`src/qms_pkg.sv`:
```
// shared constants and the arctangent table for the quaternion misorientation statistics core
package qms_pkg;
	localparam int MaxRows = 65536;
	localparam int CntW = 25;
	localparam int CordicSteps = 16;
	localparam logic [17:0] HalfPiQ16 = 18'd102944;
	localparam logic [14:0] AngleMax = 15'd25736;

	localparam logic [1:0] RegW = 2'd0;
	localparam logic [1:0] RegX = 2'd1;
	localparam logic [1:0] RegY = 2'd2;
	localparam logic [1:0] RegZ = 2'd3;

	function automatic logic [16:0] atan_q16(input logic [3:0] i);
		logic [16:0] r;
		begin
			unique case (i)
				4'd0: r = 17'd51472;
				4'd1: r = 17'd30386;
				4'd2: r = 17'd16055;
				4'd3: r = 17'd8150;
				4'd4: r = 17'd4091;
				4'd5: r = 17'd2047;
				4'd6: r = 17'd1024;
				4'd7: r = 17'd512;
				4'd8: r = 17'd256;
				4'd9: r = 17'd128;
				4'd10: r = 17'd64;
				4'd11: r = 17'd32;
				4'd12: r = 17'd16;
				4'd13: r = 17'd8;
				4'd14: r = 17'd4;
				default: r = 17'd2;
			endcase
			return r;
		end
	endfunction
endpackage

```
`src/qms_divider.sv`:
```
// restoring divider, one quotient bit per cycle
module qms_divider import qms_pkg::*; (
	input  logic        clk,
	input  logic        arst_n,
	input  logic        start,
	input  logic [47:0] num,
	input  logic [31:0] den,
	output logic        done,
	output logic [47:0] quo
);
	logic [47:0] n_q;
	logic [32:0] rem_q;
	logic [31:0] den_q;
	logic [5:0]  cnt_q;
	logic        busy_q;
	logic [32:0] trial;
	logic [32:0] shifted;

	assign shifted = {rem_q[31:0], n_q[47]};
	assign trial = shifted - {1'b0, den_q};

	always_ff @(posedge clk or negedge arst_n) begin
		if (!arst_n) begin
			busy_q <= 1'b0;
			done <= 1'b0;
			cnt_q <= '0;
		end else begin
			done <= 1'b0;
			if (start) begin
				busy_q <= 1'b1;
				cnt_q <= 6'd48;
				n_q <= num;
				den_q <= den;
				rem_q <= '0;
			end else if (busy_q) begin
				if (!trial[32]) begin
					rem_q <= trial;
					n_q <= {n_q[46:0], 1'b1};
				end else begin
					rem_q <= shifted;
					n_q <= {n_q[46:0], 1'b0};
				end
				cnt_q <= cnt_q - 6'd1;
				if (cnt_q == 6'd1) begin
					busy_q <= 1'b0;
					done <= 1'b1;
				end
			end
		end
	end
	assign quo = n_q;

	a_done_after_busy: assert property (@(posedge clk) disable iff (!arst_n)
		done |-> !busy_q) else $error("divider done while busy");
endmodule

```
`src/quaternion_misorientation_stats_core.sv`:
```
// top level: quaternion geodesic angle and set statistics
// Each item is a sample quaternion in Q1.15. The core multiplies it with the
// reference quaternion (registers 0..3: w, x, y, z) one component per cycle on a
// single 17x17 multiplier. The same multiplier squares the clamped dot product in
// three partial products, squares s15 for the s^2 sum, and squares s in three
// more partial products for the radicand 1-s^2. A 31-step bit-pair square root
// and 16 CORDIC vectoring steps then give acos(s) in Q2.13. s and s^2 are summed
// over the set. On the item flagged last_sample the core divides by the count
// with a shared 48-step restoring divider, once for c_stat and once for d_stat,
// and then clears the sums. The core takes one item at a time: after the result of
// an ordinary item is loaded into the output register, it can take the next item
// in the following cycle. A last item also passes through the two divider runs
// before its result is loaded. in_stall is high while an item is in work. A
// result waits in the output register while out_stall is high; the next item is
// taken meanwhile and only waits before its own result if the previous one has
// still not left. Configuration writes are always taken.
module quaternion_misorientation_stats_core import qms_pkg::*; (
	input  logic        clk,
	input  logic        arst_n,
	input  logic        in_valid,
	output logic        in_stall,
	input  logic [15:0] q_w,
	input  logic [15:0] q_x,
	input  logic [15:0] q_y,
	input  logic [15:0] q_z,
	input  logic        last_sample,
	output logic        out_valid,
	input  logic        out_stall,
	output logic [14:0] angle,
	output logic [15:0] c_stat,
	output logic [15:0] d_stat,
	output logic        is_last,
	input  logic        cfg_valid,
	output logic        cfg_ready,
	input  logic [1:0]  cfg_index,
	input  logic [15:0] cfg_data
);
	typedef enum logic [3:0] {
		ST_IDLE, ST_DOT, ST_SQ, ST_FIN, ST_ACC, ST_RSQ, ST_RAD, ST_SQRT, ST_ROT,
		ST_CORDIC, ST_ANG, ST_CDIV, ST_DDIV, ST_OUT
	} state_t;

	state_t state_q;
	logic signed [15:0] ref_q [4];
	logic signed [15:0] smp_q [4];
	logic        last_q;
	logic [1:0]  k_q;
	logic signed [33:0] dot_q;
	logic signed [31:0] s30_q;
	logic [47:0] sum_sq_q;
	logic signed [47:0] sum_lin_q;
	logic [CntW-1:0] cnt_q;
	// square root
	logic [61:0] rad_q;
	logic [4:0]  it_q;
	// cordic
	logic signed [33:0] cx_q, cy_q;
	logic signed [18:0] cz_q;
	// statistics waiting for the output register
	logic [15:0] cstat_q;
	logic [15:0] dstat_q;
	logic div_start;
	logic div_done;
	logic [47:0] div_num;
	logic [31:0] div_den;
	logic [47:0] div_quo;
	logic out_free;

	assign cfg_ready = 1'b1;
	assign in_stall = (state_q != ST_IDLE);
	assign out_free = !out_valid || !out_stall;

	// |dot| clamped to 2^30, as 31 bits
	logic [30:0] mag;
	logic [33:0] dabs;
	assign dabs = dot_q[33] ? 34'(-dot_q) : 34'(dot_q);
	assign mag = (dabs > 34'd1073741824) ? 31'd1073741824 : dabs[30:0];

	// |s| in Q2.30, at most 2^30
	logic [30:0] s30_mag;
	assign s30_mag = s30_q[31] ? 31'(-s30_q) : s30_q[30:0];

	// 31-bit square in three passes: value = hi*2^15 + lo
	logic [30:0] sq_mag;
	logic [15:0] mhi;
	logic [14:0] mlo;
	logic [1:0]  sq_ph_q;
	logic [61:0] sq_acc_q;
	assign sq_mag = (state_q == ST_RSQ) ? s30_mag : mag;
	assign mhi = sq_mag[30:15];
	assign mlo = sq_mag[14:0];

	// s15 and its square
	logic signed [16:0] s15;
	assign s15 = s30_q[31:15];

	// shared multiplier
	logic signed [16:0] mul_a, mul_b;
	logic signed [33:0] mul_p;
	logic [31:0] pp;
	logic [33:0] s15sq;
	always_comb begin
		mul_a = {smp_q[k_q][15], smp_q[k_q]};
		mul_b = {ref_q[k_q][15], ref_q[k_q]};
		if (state_q == ST_ACC) begin
			mul_a = s15;
			mul_b = s15;
		end else if (state_q == ST_SQ || state_q == ST_RSQ) begin
			unique case (sq_ph_q)
				2'd0: begin
					mul_a = {1'b0, mhi};
					mul_b = {1'b0, mhi};
				end
				2'd1: begin
					mul_a = {1'b0, mhi};
					mul_b = {2'b00, mlo};
				end
				default: begin
					mul_a = {2'b00, mlo};
					mul_b = {2'b00, mlo};
				end
			endcase
		end
	end
	assign mul_p = mul_a * mul_b;
	assign pp = mul_p[31:0];
	assign s15sq = mul_p;

	// digit recurrence over the 62-bit radicand, two bits a step
	logic [31:0] sr_q;
	logic [33:0] srem_q;
	logic [33:0] strial;
	logic [33:0] srem_sh;
	assign srem_sh = {srem_q[31:0], rad_q[61:60]};
	assign strial = srem_sh - {sr_q, 2'b01};

	// cordic step
	logic signed [33:0] sx, sy;
	assign sx = cx_q >>> it_q[3:0];
	assign sy = cy_q >>> it_q[3:0];

	// angle rounding and clamp
	logic [18:0] zr;
	logic [14:0] angle_next;
	assign zr = cz_q[18] ? 19'd0 : 19'((cz_q + 19'sd4) >>> 3);
	assign angle_next = (zr > 19'(AngleMax)) ? AngleMax : zr[14:0];

	logic [CntW-1:0] n_eff;
	logic [26:0] n3;
	assign n_eff = (cnt_q == '0) ? CntW'(1) : cnt_q;
	assign n3 = 27'(n_eff) + (27'(n_eff) << 1);

	// d statistic saturated at the top
	logic [15:0] dstat_next;
	assign dstat_next = (div_quo > 48'd65535) ? 16'h7FFF : {~div_quo[15], div_quo[14:0]};

	qms_divider u_div (
		.clk(clk), .arst_n(arst_n), .start(div_start), .num(div_num),
		.den(div_den), .done(div_done), .quo(div_quo)
	);

	always_comb begin
		// c: (n*2^23 - sum_sq + 96n) / 192n
		div_num = (48'(n_eff) << 23) - sum_sq_q + (48'(n_eff) << 6) + (48'(n_eff) << 5);
		div_den = (32'(n_eff) << 7) + (32'(n_eff) << 6);
		if (state_q == ST_CDIV) begin
			// d: (n*2^17 + 2*sum_lin + floor(3n/2)) / 3n
			div_num = (48'(n_eff) << 17) + 48'(sum_lin_q <<< 1) + 48'(n3 >> 1);
			div_den = 32'(n3);
		end
		div_start = (state_q == ST_ANG && last_q) || (state_q == ST_CDIV && div_done);
	end

	always_ff @(posedge clk or negedge arst_n) begin
		if (!arst_n) begin
			state_q <= ST_IDLE;
			ref_q[0] <= 16'sd32767;
			ref_q[1] <= '0;
			ref_q[2] <= '0;
			ref_q[3] <= '0;
			sum_sq_q <= '0;
			sum_lin_q <= '0;
			cnt_q <= '0;
			out_valid <= 1'b0;
			angle <= '0;
			c_stat <= '0;
			d_stat <= '0;
			is_last <= 1'b0;
			k_q <= '0;
			it_q <= '0;
			sq_ph_q <= '0;
		end else begin
			if (cfg_valid) begin
				unique case (cfg_index)
					RegW: ref_q[0] <= cfg_data;
					RegX: ref_q[1] <= cfg_data;
					RegY: ref_q[2] <= cfg_data;
					RegZ: ref_q[3] <= cfg_data;
				endcase
			end
			// result register: loaded when free, cleared when taken
			if (state_q == ST_OUT && out_free) out_valid <= 1'b1;
			else if (!out_stall) out_valid <= 1'b0;
			unique case (state_q)
				ST_IDLE: begin
					if (in_valid) begin
						smp_q[0] <= q_w;
						smp_q[1] <= q_x;
						smp_q[2] <= q_y;
						smp_q[3] <= q_z;
						last_q <= last_sample;
						dot_q <= '0;
						k_q <= '0;
						state_q <= ST_DOT;
					end
				end
				ST_DOT: begin
					dot_q <= dot_q + mul_p;
					k_q <= k_q + 2'd1;
					if (k_q == 2'd3) begin
						sq_ph_q <= '0;
						sq_acc_q <= '0;
						state_q <= ST_SQ;
					end
				end
				ST_SQ, ST_RSQ: begin
					sq_ph_q <= sq_ph_q + 2'd1;
					unique case (sq_ph_q)
						2'd0: sq_acc_q <= sq_acc_q + (62'(pp) << 30);
						2'd1: sq_acc_q <= sq_acc_q + (62'(pp) << 16);
						default: sq_acc_q <= sq_acc_q + 62'(pp);
					endcase
					if (sq_ph_q == 2'd2) state_q <= (state_q == ST_SQ) ? ST_FIN : ST_RAD;
				end
				ST_FIN: begin
					// s = 2cp^2 - 1 in Q2.30
					s30_q <= 32'(sq_acc_q >> 29) - 32'sd1073741824;
					state_q <= ST_ACC;
				end
				ST_ACC: begin
					// full count: the item still gets its angle
					if (cnt_q < CntW'(MaxRows)) begin
						sum_lin_q <= sum_lin_q + 48'(s15);
						sum_sq_q <= sum_sq_q + 48'(s15sq >> 7);
						cnt_q <= cnt_q + CntW'(1);
					end
					sq_ph_q <= '0;
					sq_acc_q <= '0;
					state_q <= ST_RSQ;
				end
				ST_RAD: begin
					// radicand 2^60 - s^2
					rad_q <= (62'd1 << 60) - sq_acc_q;
					sr_q <= '0;
					srem_q <= '0;
					it_q <= '0;
					state_q <= ST_SQRT;
				end
				ST_SQRT: begin
					rad_q <= {rad_q[59:0], 2'b00};
					if (!strial[33]) begin
						srem_q <= strial;
						sr_q <= {sr_q[30:0], 1'b1};
					end else begin
						srem_q <= srem_sh;
						sr_q <= {sr_q[30:0], 1'b0};
					end
					it_q <= it_q + 5'd1;
					if (it_q == 5'd30) state_q <= ST_ROT;
				end
				ST_ROT: begin
					// negative s: start a quarter turn on
					if (s30_q[31]) begin
						cx_q <= {2'b00, sr_q};
						cy_q <= -34'(s30_q);
						cz_q <= 19'(HalfPiQ16);
					end else begin
						cx_q <= 34'(s30_q);
						cy_q <= {2'b00, sr_q};
						cz_q <= '0;
					end
					it_q <= '0;
					state_q <= ST_CORDIC;
				end
				ST_CORDIC: begin
					if (!cy_q[33]) begin
						cx_q <= cx_q + sy;
						cy_q <= cy_q - sx;
						cz_q <= cz_q + 19'(atan_q16(it_q[3:0]));
					end else begin
						cx_q <= cx_q - sy;
						cy_q <= cy_q + sx;
						cz_q <= cz_q - 19'(atan_q16(it_q[3:0]));
					end
					it_q <= it_q + 5'd1;
					if (it_q == 5'(CordicSteps - 1)) state_q <= ST_ANG;
				end
				ST_ANG: begin
					// last item starts the c division here
					state_q <= last_q ? ST_CDIV : ST_OUT;
				end
				ST_CDIV: begin
					if (div_done) begin
						cstat_q <= div_quo[15:0];
						state_q <= ST_DDIV;
					end
				end
				ST_DDIV: begin
					if (div_done) begin
						dstat_q <= dstat_next;
						sum_sq_q <= '0;
						sum_lin_q <= '0;
						cnt_q <= '0;
						state_q <= ST_OUT;
					end
				end
				ST_OUT: begin
					if (out_free) begin
						angle <= angle_next;
						is_last <= last_q;
						c_stat <= last_q ? cstat_q : 16'd0;
						d_stat <= last_q ? dstat_q : 16'd0;
						state_q <= ST_IDLE;
					end
				end
				default: state_q <= ST_IDLE;
			endcase
		end
	end

	a_cnt_bound: assert property (@(posedge clk) disable iff (!arst_n)
		cnt_q <= CntW'(MaxRows)) else $error("count past limit");
	a_out_hold: assert property (@(posedge clk) disable iff (!arst_n)
		out_valid && out_stall |=> out_valid) else $error("result dropped");
	a_out_stable: assert property (@(posedge clk) disable iff (!arst_n)
		out_valid && out_stall |=> $stable({angle, c_stat, d_stat, is_last}))
		else $error("stalled result changed");
	a_div_wait: assert property (@(posedge clk) disable iff (!arst_n)
		div_done |-> (state_q == ST_CDIV || state_q == ST_DDIV))
		else $error("divider finished with nobody waiting");
endmodule
```
`config.mk`:
```
export PLATFORM = sky130hd
export DESIGN_NAME = quaternion_misorientation_stats_core
export DESIGN_NICKNAME = d
export VERILOG_FILES = /design/src/qms_pkg.sv /design/src/qms_divider.sv /design/src/quaternion_misorientation_stats_core.sv
export SDC_FILE = /design/constraint.sdc
export NUM_CORES = 2
export LEC_CHECK = 0
export BUFFER_PORTS_ARGS = -buffer_cell sky130_fd_sc_hd__buf_2
export CELL_PAD_IN_SITES_DETAIL_PLACEMENT = 0
export CELL_PAD_IN_SITES_GLOBAL_PLACEMENT = 2
export CORE_MARGIN = 1.5
export CORE_UTILIZATION = 38
export CTS_BUF_LIST = sky130_fd_sc_hd__clkbuf_16
export DETAILED_ROUTE_END_ITERATION = 8
export PLACE_DENSITY = 0.89
export SLEW_MARGIN = 10
export SYNTH_ARGS = -nofsm -noshare
export SYNTH_HDL_FRONTEND = slang
export SYNTH_SLANG_ARGS = --single-unit
export TNS_END_PERCENT = 20
```
`constraint.sdc`:
```
create_clock -name clk -period 10.9 [get_ports clk]
set_clock_uncertainty 0.05 [all_clocks]
set_input_delay 0.545 -clock clk [delete_from_list [all_inputs] [get_ports clk]]
set_output_delay 0.545 -clock clk [all_outputs]
set_load 0.03 [all_outputs]
```
Word-level counts from Yosys, hierarchy flattened
Memory sizes are Yosys's and may differ from the RTL's.
Index checks and enable logic that the tools add are counted.
Word-level totals
  register bits after elaboration: 742
  RAM bits: 64
  bits in read-only memories: 512
  input port bits: 88
  memories: 3
Memories
  (no name shown): words 16, width 16, read ports 1, clocked after memory_dff 0, write ports 0, RTL line qms_pkg.sv:17  | unique case (i)
  (no name shown): words 16, width 16, read ports 1, clocked after memory_dff 0, write ports 0, RTL line qms_pkg.sv:17
  smp_q: words 4, width 16, read ports 1, clocked after memory_dff 0, write ports 4, RTL line quaternion_misorientation_stats_core.sv:45  | logic signed [15:0] smp_q [4];
Cells by class
  add/sub/neg operators: 32
  $mul: 1
  $lt $le $gt $ge: 5
  equality and inequality tests: 32
  shifts and indexed selects: 2
  mux-type cells: 85
  bitwise logic cells: 2
  reduce and logical (&&, ||, !) cells: 44
Operator list (number)
  48-bit 2-to-1 mux: 6
  62-bit one-hot mux with 2 select lines: 2
  34-bit one-hot mux with 2 select lines: 3
  48-bit one-hot mux with 2 select lines: 2
  62-bit one-hot mux with 3 select lines: 1
  34-bit 2-to-1 mux: 5
  17-bit 2-to-1 mux: 9
  32-bit one-hot mux with 2 select lines: 2
  34-bit adder: 3
  34-bit subtractor: 3
  16-bit 2-to-1 mux: 6
  31-bit 2-to-1 mux: 3
  25-bit 2-to-1 mux: 3
  34-bit by 4-bit >>> shifter with 34-bit output: 2
  33-bit 2-to-1 mux: 2
  32-bit 2-to-1 mux: 2
  62-bit by 32-bit adder with 62-bit output: 1
  62-bit by 48-bit adder with 62-bit output: 1
  62-bit adder: 1
  62-bit 2-to-1 mux: 1
  61-bit by 62-bit subtractor with 62-bit output, first input constant: 1
  4-bit one-hot mux with 13 select lines: 1
  25-bit one-hot mux with 2 select lines: 1
  42-bit by 48-bit adder with 48-bit output: 1
  other kinds (65): 141

Depth between registers and ports, before layout
  depth after elaboration: 12
  mapped depth: 52
  mapped depth without buffers: 49

Cells and area by module
From an unflattened synthesis, not the netlist that was laid out.
Unflattened totals
  cells, all modules: 8847
  area, all modules: 80345.8 sq um
Modules (own cells, without submodules)
  quaternion_misorientation_stats_core: times used 1, cells an instance 8223, area an instance 73274.0 sq um, sequential area each 19327.3 sq um
  qms_divider: times used 1, cells an instance 624, area an instance 7071.8 sq um, sequential area each 3563.4 sq um

Worst setup path before layout
No wires, ideal clock.
  kind: reg-to-reg
  start: register dot_q[4]
  end: register sq_acc_q[58], data pin
  setup time: 262 ps
  arrival time: 11575 ps
  data required time: 10588 ps
  slack: -987 ps
  stages on the path, launching flop included: 44
  buffers on the path: 5
  period minus slack after synthesis: 11887 ps
  cell sequence: edfxtp_1 buf_2 or4_4 buf_6 or4_1 buf_2 or4_4 mux2_4 a32o_1 nand3_1 o41ai_2 and2_1 buf_4 a22o_1 mux2_2 a21oi_4 buf_6 nor2_1 [... 8 more ...] inv_1 ha_1 and4_1 and3b_1 a211oi_1 nor3b_1 a211oi_1 o31ai_1 xnor2_1 ha_1 inv_1 nor3_1 a41oi_1 nor4_1 nor2b_1 mux2i_1 o22ai_1 or2_2
On the way
  word-level cells in the longest chain between the ends: 12
  elaborated cells between the ends (all ways): 17
  classes of those cells: add/sub (4); mul (1); order compare (1); mux (11)
RTL lines
  start, declared: RTL line quaternion_misorientation_stats_core.sv:48  | logic signed [33:0] dot_q;
  start signal, assigned: RTL line quaternion_misorientation_stats_core.sv:218  | dot_q <= dot_q + mul_p;
  34-bit negator: RTL line quaternion_misorientation_stats_core.sv:76  | assign dabs = dot_q[33] ? 34'(-dot_q) : 34'(dot_q);
  34-bit 2-to-1 mux *: RTL line quaternion_misorientation_stats_core.sv:76
  34-bit by 31-bit > comparator with 1-bit output: RTL line quaternion_misorientation_stats_core.sv:77  | assign mag = (dabs > 34'd1073741824) ? 31'd1073741824 : dabs[30:0];
  31-bit 2-to-1 mux *: RTL line quaternion_misorientation_stats_core.sv:77
  31-bit 2-to-1 mux *: RTL line quaternion_misorientation_stats_core.sv:89  | assign sq_mag = (state_q == ST_RSQ) ? s30_mag : mag;
  16-bit 2-to-1 mux: RTL line quaternion_misorientation_stats_core.sv:109  | unique case (sq_ph_q)
  17-bit 2-to-1 mux: RTL line quaternion_misorientation_stats_core.sv:108  | end else if (state_q == ST_SQ || state_q == ST_RSQ) begin
  17-bit 2-to-1 mux: RTL line quaternion_misorientation_stats_core.sv:105  | if (state_q == ST_ACC) begin
  17-bit by 17-bit multiplier with 34-bit output *: RTL line quaternion_misorientation_stats_core.sv:125  | assign mul_p = mul_a * mul_b;
  62-bit by 32-bit adder with 62-bit output (tied with other cells): RTL line quaternion_misorientation_stats_core.sv:231  | default: sq_acc_q <= sq_acc_q + 62'(pp);
  62-bit one-hot mux with 2 select lines *: RTL line quaternion_misorientation_stats_core.sv:228  | unique case (sq_ph_q)
  62-bit one-hot mux with 3 select lines *: RTL line quaternion_misorientation_stats_core.sv:204  | unique case (state_q)
  end signal, assigned: RTL line quaternion_misorientation_stats_core.sv:229  | 2'd0: sq_acc_q <= sq_acc_q + (62'(pp) << 30);
  end signal, assigned: RTL line quaternion_misorientation_stats_core.sv:230  | 2'd1: sq_acc_q <= sq_acc_q + (62'(pp) << 16);
  end signal, assigned: RTL line quaternion_misorientation_stats_core.sv:231
  end, declared: RTL line quaternion_misorientation_stats_core.sv:88  | logic [61:0] sq_acc_q;
Mark *: on every way between the ends. The rest lies on a longest branch, timed or not.
A chain may end at the register's enable or synchronous reset.

Final worst setup path
  start: register dot_q[4]
  end: register sq_acc_q[61], data pin
Same word-level chain as after synthesis.

==> impl_summary.md <==
Cells and area
The finished cells cover 0.0957 mm^2. Leaving out fill and tap cells, the most frequent cell in the layout is sky130_fd_sc_hd__buf_4. The post-layout net count is 10700. Compared with the post-synthesis result, the final layout area differs by 21.3%.

Of the cells placed in the final design, the portion with a size suffix greater than 1 is 0.197. At the end of the flow the core is filled with cells to 0.463. In the layout the commonest cells are sky130_fd_sc_hd__buf_4 (858), sky130_fd_sc_hd__nand2_1 (803), sky130_fd_sc_hd__nor2_1 (745).

GRT
The first global-routing pass estimated 417 mm of wire. For met3 alone, demand over resource in global routing was 0.0299. The met1 demand-to-capacity share in global routing is 0.338.

The global-route layer with the greatest usage is met2. The final global-route overflow total is 0. The number of antenna violations at the first check in global routing came to 6. For this run, the total global-route usage over all layers was measured as 0.256. The via count of the first global-routing pass was 68900. The largest net degree at the start of global routing is 97. For met2 alone, demand over resource in global routing was 0.423.

Run
Max-cap violations in this run came to 0.

Logic synthesis
The count of different cell masters after synthesis is 104. The number of enable-type register cells in the synthesized netlist is 550. Of all flip-flops after synthesis, the portion carrying an async set or reset was 0.316. The share of the synthesized area in the top cell type is 0.209. During synthesis, Yosys emitted a total of 0 warnings. Of all cell types, the one taking the most synthesized area is sky130_fd_sc_hd__edfxtp_1. Among all flip-flop cells after synthesis, the most frequent one is sky130_fd_sc_hd__edfxtp_1. The share of the synthesized area in compound gates (AO/OA/AOI/OAI) was 0.173.

Of the total synthesized cell area, the portion taken by AND, OR, NAND and NOR gates is 0.157. The synthesized net count is 9821. The share of the Yosys chip area taken by registers is 0.290.

The dominant combinational cell family by area after synthesis is adder cells. The mux contribution to synthesized area is 0.0572. The cell area that synthesis handed to floorplanning was 0.0789 mm^2. Of the total synthesized cell area, the portion taken by full adders, half adders and majority gates is 0.193.

The share of the synthesized netlist area taken by xor and xnor gates is 0.0764. In the post-synthesis netlist, the biggest area contributors are sky130_fd_sc_hd__edfxtp_1 (21%), sky130_fd_sc_hd__ha_1 (10%), sky130_fd_sc_hd__fa_1 (8.9%), sky130_fd_sc_hd__dfrtp_1 (7.6%), sky130_fd_sc_hd__xnor2_1 (4.7%). Synthesis produced 8728 cells. The post-synthesis register bit count is 804. A synthesized cell averages 9.04 um^2.

Critical path
The highest cell delay on the worst timing path is 0.55 ns. The most frequent cell on the critical path is sky130_fd_sc_hd__fa_1. The endpoint type of the worst setup path is a register.

Along the worst path, the maximum fanout reaches 7. STA classifies the critical path startpoint as a register. For the worst setup path, the data arrival time is around 12 ns. The critical path contains buffers and inverters numbering 9 combined.

The family of cells with the greatest summed delay on the critical path is adder cells. For the worst setup path, the data required time is 11.34 ns. The class of the most critical setup path is reg -> reg. The slowest library cell on the worst path is sky130_fd_sc_hd__or4_4.

CTS
The clock latency reported for the late side of the worst-skew pair is between 0.7 and 0.8 ns. The CTS tree is done. The clock sink count is approximately 800. The register clock-pin slew on the reported worst setup and hold paths is 0.06 ns. The root buffer cell chosen for the clock tree is sky130_fd_sc_hd__clkbuf_16.

CTS built an H-tree with a depth of 3. In this run, CTS created clock tree buffers numbering 100. The number of buffers between clock root and the deepest sink is 3.

Run status
The run finished, with violations left. The checks that failed: negative setup slack.

STA
The final critical delay including setup and external delays is between 10 and 15 ns. Setup repair after global routing could not meet its margin everywhere. The total count of hold-check failures in the final report came to 0. At the pin with the least slew margin, the transition time is about 1.2 ns. The aggregate negative setup slack is -33.19 ns. Based on the critical path, the design can be clocked at up to a little under 90 MHz. The worst slew slack as a fraction of its limit is 0.166. The setup slack of the critical path after layout is -0.643 ns. The total setup violations reported at the end of the flow is between 80 and 90.

The share of the clock period used by the worst path after layout is 1.06. The number of pins exceeding their max-slew limit in the final report is 0.

Routing
The detailed-route DRC error count is 0. After detailed routing, the average wire length per cell comes to 22.1 um. The remaining antenna violation count after routing is 0. The wire length after detailed routing is 274 mm. After the first detailed-routing iteration, the DRC count stood at around 5400.

The routed via count is 69200. The first TritonRoute pass finished after 8 iterations. The average vias per placed instance is 5.58.

Floorplanning
~140 I/O pins were placed. For this configuration, the core starts out at a cell density of 0.382. The die height is approximately 460 um. The area of the placeable core is 0.207 mm^2.

After floorplanning, the core was divided into 167 placement rows. The die covers roughly 0.21 mm^2. The horizontal extent of the die is 459 um.

Placement
Routability-driven placement finished with a final weighted congestion of slightly below 1. During placement, the flow inserted port buffers numbering 137. Once detailed placement completed, the half-perimeter wirelength came to approximately 210 mm. Once placement finished, the instance area stood at 0.0892 mm^2.

Min path
The path class of the tightest hold or removal check is in -> reg.
-- logic make-up after synthesis --
| kind of cell | count (synthesis) |
|---|---|
| other | 1 |
| multiplexers | 304 |
| adder cells (fa/ha/maj) | 1005 |
| flip-flops | 804 |
| AO/OA/AOI/OAI | 2157 |
| XOR/XNOR | 688 |
| AND/OR/NAND/NOR | 2652 |
| buffers and inverters | 1117 |
-- routing by layer --
layer	wire length (um)	share of wire	vias to the layer above
met5	27	0.000099	-
met4	13100	0.048	4
met3	14100	0.052	510
met2	127000	0.46	1940
met1	120000	0.44	33900
li1	-	-	32800
-- final timing paths --
kind	endpoint	startpoint	slack [ns]	depth (start not counted)
worst max-delay path	sq_acc_q[61]$_SDFFCE_PP0P_	dot_q[4]$_SDFFCE_PN0P_	-0.64	46
worst min-delay path	ref_q[2]$_DFFE_PN0P_	cfg_data[2]	0.05	2
worst max register to register	sq_acc_q[61]$_SDFFCE_PP0P_	dot_q[4]$_SDFFCE_PN0P_	-0.64	46
worst min register to register	angle[8]$_DFFE_PN0P_	angle[8]$_DFFE_PN0P_	0.42	2
max in group asynchronous	sum_lin_q[41]$_DFFE_PN0P_	arst_n	8.57	4
min in group asynchronous	sum_lin_q[21]$_DFFE_PN0P_	arst_n	0.24	2
-- stage by stage --
step	instances	worst slack, ns	hold slack, ns
6_report	12400	-0.643	0.0498
4_1_cts	12400	-0.514	0.000561
2_1_floorplan	8728	-0.134	0.199
5_1_grt	12400	-1.00	0.0284
3_5_place_dp	12100	-1.15	0.415
3_3_place_gp	12100	-1.10	0.410
-- cells in the mapped netlist (all sizes together), types with 29 or more instances --
cell type and instances:
xnor2 427, edfxtp 550, clkbuf 300, fa 349, nor2 780, o41ai 29, nor3 145, a211oi 49
mux2 95, nor2b 96, o21a 64, xor2 261, nand3 220, nand2 818, o21ai 553, and3 73
dfrtp 239, a21o 229, a22oi 39, a31oi 79, o22ai 36, ha 656, nand4 67, mux2i 101
or3 81, buf 74, nand2b 116, o211ai 40, inv 741, a21oi 649, and2 64, nor4 44
o21bai 70, mux4 108, or2 34, o31ai 53
-- flip-flops by register name, indices dropped and copies added, names as in the netlist, 6 cells and up --
signal	count
cstat_q	16
sr_q	32
dstat_q	16
rad_q	62
cx_q	34
d_stat	16
u_div.rem_q	32
dot_q	34
u_div.den_q	32
sum_lin_q	47
cz_q	19
ref_q	64
u_div.quo	48
angle	15
cy_q	34
srem_q	32
cnt_q	25
sum_sq_q	48
sq_acc_q	62
c_stat	16
s30_q	32
smp_q	64
u_div.cnt_q	6
-- what timing repair did --
action,CTS,global route
hold buffers,72,0
resized for setup,244,155
pin swaps,159,92
setup endpoints to repair,97,105
cloned,3,1
hold endpoints to repair,107,0
buffers inserted,52,23
-- final cells by class --
class	instances	area, um^2
Clock buffer	103	2580
Multi-Input combinational cell	6808	54400
Clock inverter	87	727
Fill cell	19600	111000
Antenna cell	3	7.51
Tap cell	2704	3380
Timing Repair Buffer	1146	8970
Inverter	743	2800
Sequential cell	804	22900
Power is left out: the tool's default activity adds up to more than one toggle a clock period on the data nets, which glitch-free logic cannot reach.
